### src/rtl/mbef_pkg.sv
// Shared constants, operation and status codes, and the cell control bundle
// for the mesh boundary edge finder. No dependencies.
package mbef_pkg;

   localparam int FIELD_BITS  = 16;
   localparam int OP_BITS     = 2;
   localparam int STATUS_BITS = 2;
   localparam int CNT_BITS    = 2;
   localparam int OR_GROUP    = 32;

   localparam logic [OP_BITS-1:0] OP_CLEAR = 2'd0;
   localparam logic [OP_BITS-1:0] OP_ADD   = 2'd1;
   localparam logic [OP_BITS-1:0] OP_FETCH = 2'd2;

   localparam logic [STATUS_BITS-1:0] ST_OK      = 2'd0;
   localparam logic [STATUS_BITS-1:0] ST_DROPPED = 2'd1;
   localparam logic [STATUS_BITS-1:0] ST_EDGE    = 2'd2;
   localparam logic [STATUS_BITS-1:0] ST_NO_MORE = 2'd3;

   localparam logic [CNT_BITS-1:0] CNT_ONE = 2'd1;
   localparam logic [CNT_BITS-1:0] CNT_TWO = 2'd2;

   typedef struct packed {
      logic clear;
      logic compare;
      logic apply;
      logic found;
      logic full;
      logic rotate;
   } cell_ctl_type;

endpackage

### src/rtl/mbef_eq_reduce.sv
// Registered OR tree over the per-cell match flags: one register level of
// group ORs, then a final OR of the groups. Depends on mbef_pkg.
module mbef_eq_reduce #(
   parameter int CELLS = 1024
) (
   input  logic             clock,
   input  logic [CELLS-1:0] eq,
   output logic             found
);
   import mbef_pkg::*;

   localparam int Groups  = (CELLS + OR_GROUP - 1) / OR_GROUP;
   localparam int PadBits = Groups * OR_GROUP;

   logic [PadBits-1:0] eq_pad;
   logic [Groups-1:0]  grp_ff, grp_in;

   assign eq_pad = PadBits'(eq);

   always_comb begin
      for (int g = 0; g < Groups; g++) begin
         grp_in[g] = |eq_pad[g*OR_GROUP +: OR_GROUP];
      end
   end

   always_ff @(posedge clock) begin
      grp_ff <= grp_in;
   end

   assign found = |grp_ff;

endmodule

### config.mk
export PLATFORM = sky130hd
export DESIGN_NAME = mbef_eq_reduce
export DESIGN_NICKNAME = d
export VERILOG_FILES = /design/src/rtl/mbef_pkg.sv /design/src/rtl/mbef_eq_reduce.sv
export SDC_FILE = /design/constraint.sdc
export NUM_CORES = 1
export LEC_CHECK = 0
export BUFFER_PORTS_ARGS = -buffer_cell sky130_fd_sc_hd__clkbuf_2
export CORE_AREA = 3 3 397 399
export CTS_BUF_LIST = sky130_fd_sc_hd__clkbuf_16
export DETAILED_ROUTE_END_ITERATION = 7
export DIE_AREA = 0 0 400 402
export HOLD_SLACK_MARGIN = 0.08
export REMOVE_ABC_BUFFERS = 1
export SKIP_CTS_REPAIR_TIMING = 1
export SLEW_MARGIN = 40
export SYNTH_ARGS = -nofsm -noshare
export SYNTH_HDL_FRONTEND = slang
export SYNTH_SLANG_ARGS = --single-unit
### constraint.sdc
create_clock -name clock -period 1.19 [get_ports clock]
set_input_delay 0.119 -clock clock [delete_from_list [all_inputs] [get_ports clock]]
set_output_delay 0.119 -clock clock [all_outputs]
set_load 0.03 [all_outputs]
* Word-level counts from Yosys, hierarchy flattened
Cells that the tools add are included.
** Word-level totals
- Register bits :: 32
- Input port bits :: 1025
- Output and inout port bits :: 1
- Word-level logic and storage cells :: 34
** Cells by class
- Reduce and logical (&&, ||, !) cells :: 33
** Operators with widths (count)
- 32-bit OR reduction :: 33

* Longest topological paths before layout
- Word-level depth :: 1
- Gate-level depth with buffers :: 3
- Gate-level depth less buffers :: 3

* Worst setup path before layout
No wires, ideal clock.
- Path kind :: register to output
- Start :: reg grp_ff[24]
- End :: out found
- Data arrival time :: 0.972 ns
- Required time :: 1.071 ns
- Path slack :: 0.099 ns
- Stages on the path, launching flop included :: 4
- Path buffers :: 0
- Path through :: dfxtp_1 > nor4_1 > nand4_1 > or2_1
** Between the ends
- Cells in the longest elaborated chain, start to end :: 1
** Ends and longest elaborated chain
- start, declared :: RTL line mbef_eq_reduce.sv:16 : logic [Groups-1:0] grp_ff, grp_in;
- start signal, assigned :: RTL line mbef_eq_reduce.sv:27 : grp_ff <= grp_in;
- 32-bit OR reduction :: RTL line mbef_eq_reduce.sv:30 : assign found = |grp_ff;
- end, declared :: RTL line mbef_eq_reduce.sv:8 : output logic found
No other way between the ends.

* Worst setup path in the final report
- Start :: reg grp_ff[2]
- End :: out found
The elaborated chain is that of the path after synthesis.

==> results.cfg <==
[status]
status = finished with violations
violations = setup timing

[power]
sw_frac_of_total_pct = 30.4
p_switching_w = 0.00139
power_density_nw_per_um2 = 396
seqPwrFrac_pct = 23.5
power.internal_w = 0.00317
combPwrFrac_pct = 48.1
leakagePower_nw = 5.03
peakVddDrop_mv = 0.461
power_w = 0.00456
p_clk_share_pct = 28.4

[detailed_routing]
drt-wirelength-per-cell_um = 16.1
drt_wl_total_um = 56800
vias_per_cell = 2.42
via_count = 8572
detail-route-antenna-nets = 0
drc = 0
dr.first_iter.drc_count = 425
drt_first_pass_iters = 4

[floorplan]
die_y_um = 402
num_rows = 144
io_pins = 1026
die_w_um = 400
coreArea_sq_um = 154000
start_util_pct = 2.02
die_area_sq_um = 161000

[timing]
setup_viol = 1
fin_crit_sh_pct = 176
finalHoldViolations = 0
fin_crit_ns = 2.09
tightest_slew_ns = 0.604
achievable-frequency_ghz = 0.478
max_slew_margin_pct = 59.4
rsz0062_at_grt = true
slew_violations = 0
setup_slack_ns = -0.902

[cells_and_area]
drive_gt1_share_pct = 76.5
largest_register = grp_ff
fin_area_sq_um = 11500
largest_register_ffs = 32
final_nets = 2500
fillers = 18200
final_cells = 3538
syn_to_final_growth_pct = 270
top_regs = grp_ff: 32 flops

[synthesis]
syn_avg_cell_area_sq_um = 7.89
synth_warnings = 0
yosysMostFrequentCell = nor4_1
synth-edff-count = 0
synth-main-ff-cell = dfxtp_1
yosys-top-cells-count = 231 x nor4_1, 66 x nand4_1, 33 x nor4_2, 33 x or2_1, 32 x dfxtp_1
synth.distinct_cells = 5
netlist_area_sq_um = 3120
async_flop_share_pct = 0
yosysSeqAreaShare_pct = 20.5
synth.largest_area_cell = nor4_1
synth_top_cell_area_share_pct = 46.3
ys_seq_elements = 32
synthCells = 395
ys_top_cells_by_area = nor4_1 46%, dfxtp_1 21%, nand4_1 13%, nor4_2 13%, or2_1 6.6%

[global_routing]
grt_overflow = 0
grt_use_total_pct = 6.46
grt_max_degree = 10
grt_pass1_vias = 8999
antenna_found_initial = 41
grt_pass1_wl_um = 70000

[worst_setup_path]
cp_max_fo = 1
end_kind = output pin
cp.arrival_ns = 1.97
critPathKind = reg -> out
worstSetupStartpointType = flip-flop
crit_required_ns = 1.07

[placed_design]
hpwl_um = 53700
place_area_sq_um = 11200
dp_cells = 3512
io_buffers = 1025
post-place-ws_ns = -1.15
gp_congestion = 1.04

[clocking]
cts_tree = built
root_buffer = clkbuf_16
cts_buffer_depth = 2
htree_levels = 2
numCtsBuffers = 5
clock_sinks = 32
clkTransAtPathRegs_ns = 0.06

[worst_hold_path]
holdCritPathClass = in -> reg

[flow_run]
maxCapViolCount = 0
worst max-delay path, stage by stage (launching register included):
cell and delay, ns:
dfxtp_2 0.32, nor4_4 0.36, nand4_1 0.34, buf_4 0.25, or2_4 0.25, buf_6 0.14
cell families (layout without fill, tap and decap cells):
group | count (synthesis) | after routing | share of synthesized area, %
buffers and inverters | 0 | 1080 | 0
and+or+nand+nor | 363 | 363 | 79.5
DFF | 32 | 32 | 20.5
other | 0 | 19 | 0
placed cells by master, fill, tap and decap left out:
| cell type | n |
|---|---|
| nand4_1 | 66 |
| diode_2 | 19 |
| dfxtp_1 | 31 |
| nor4_4 | 7 |
| nor4_1 | 216 |
| buf_6 | 1 |
| buf_12 | 1 |
| or2_1 | 32 |
| clkbuf_16 | 5 |
| nor4_2 | 41 |
| or2_4 | 1 |
| clkbuf_2 | 1024 |
| clkinv_1 | 2 |
| dfxtp_2 | 1 |
| buf_4 | 47 |
per-layer routing:
metal | vias to the layer above | track usage (%) | routed length [um]
met4 | 6 | 2.51 | 2150
li1 | 4027 | - | -
met2 | 547 | 11.8 | 29200
met3 | 86 | 1.60 | 4400
met1 | 3906 | 7.07 | 21000
met5 | - | 0 | 39
path summary, 6_finish.rpt:
kind | slack [ns] | endpoint | from | depth (start not counted)
setup / recovery | -0.90 | found | grp_ff[2] | 5
hold / removal | 0.16 | grp_ff[18] | eq[598] | 4
area by class of cell:
class                      instances  area (sq um)  share of cell area (%)
timing repair buffer            1073          5510                    47.8
clock inverter                     2          7.51                  0.0651
sequential                        32           642                    5.57
multi-input combinational        363          2640                    22.9
tap                             2044          2560                    22.2
antenna                           19          47.5                   0.413
clock buffer                       5           125                    1.09
stage by stage:
step | hold WS [ns] | util (%) | setup TNS (ns)
after detailed placement | 0.484 | 7.27 | -4.85
after CTS | 0.152 | 7.35 | -1.88
after floorplan | 0.292 | - | 0
after global routing | 0.181 | 7.47 | -1.02
final | 0.160 | 7.47 | -0.902
after global placement | 0.487 | 7.26 | -5.42
power by group through the flow:
| stage | Combinational (W) | Clock, W | Sequential, W |
|---|---|---|---|
| 6_report | 0.00219 | 0.00129 | 0.00107 |
| 5_1_grt | 0.00237 | 0.00147 | 0.00107 |
| 4_1_cts | 0.00215 | 0.00145 | 0.00107 |
| 3_5_place_dp | 0.00214 | 0 | 0.00109 |
| 3_3_place_gp | 0.00211 | 0 | 0.00109 |
| 2_1_floorplan | 0.000171 | 0 | 0.00109 |
No activity file was read; power rests on OpenSTA's default activity.
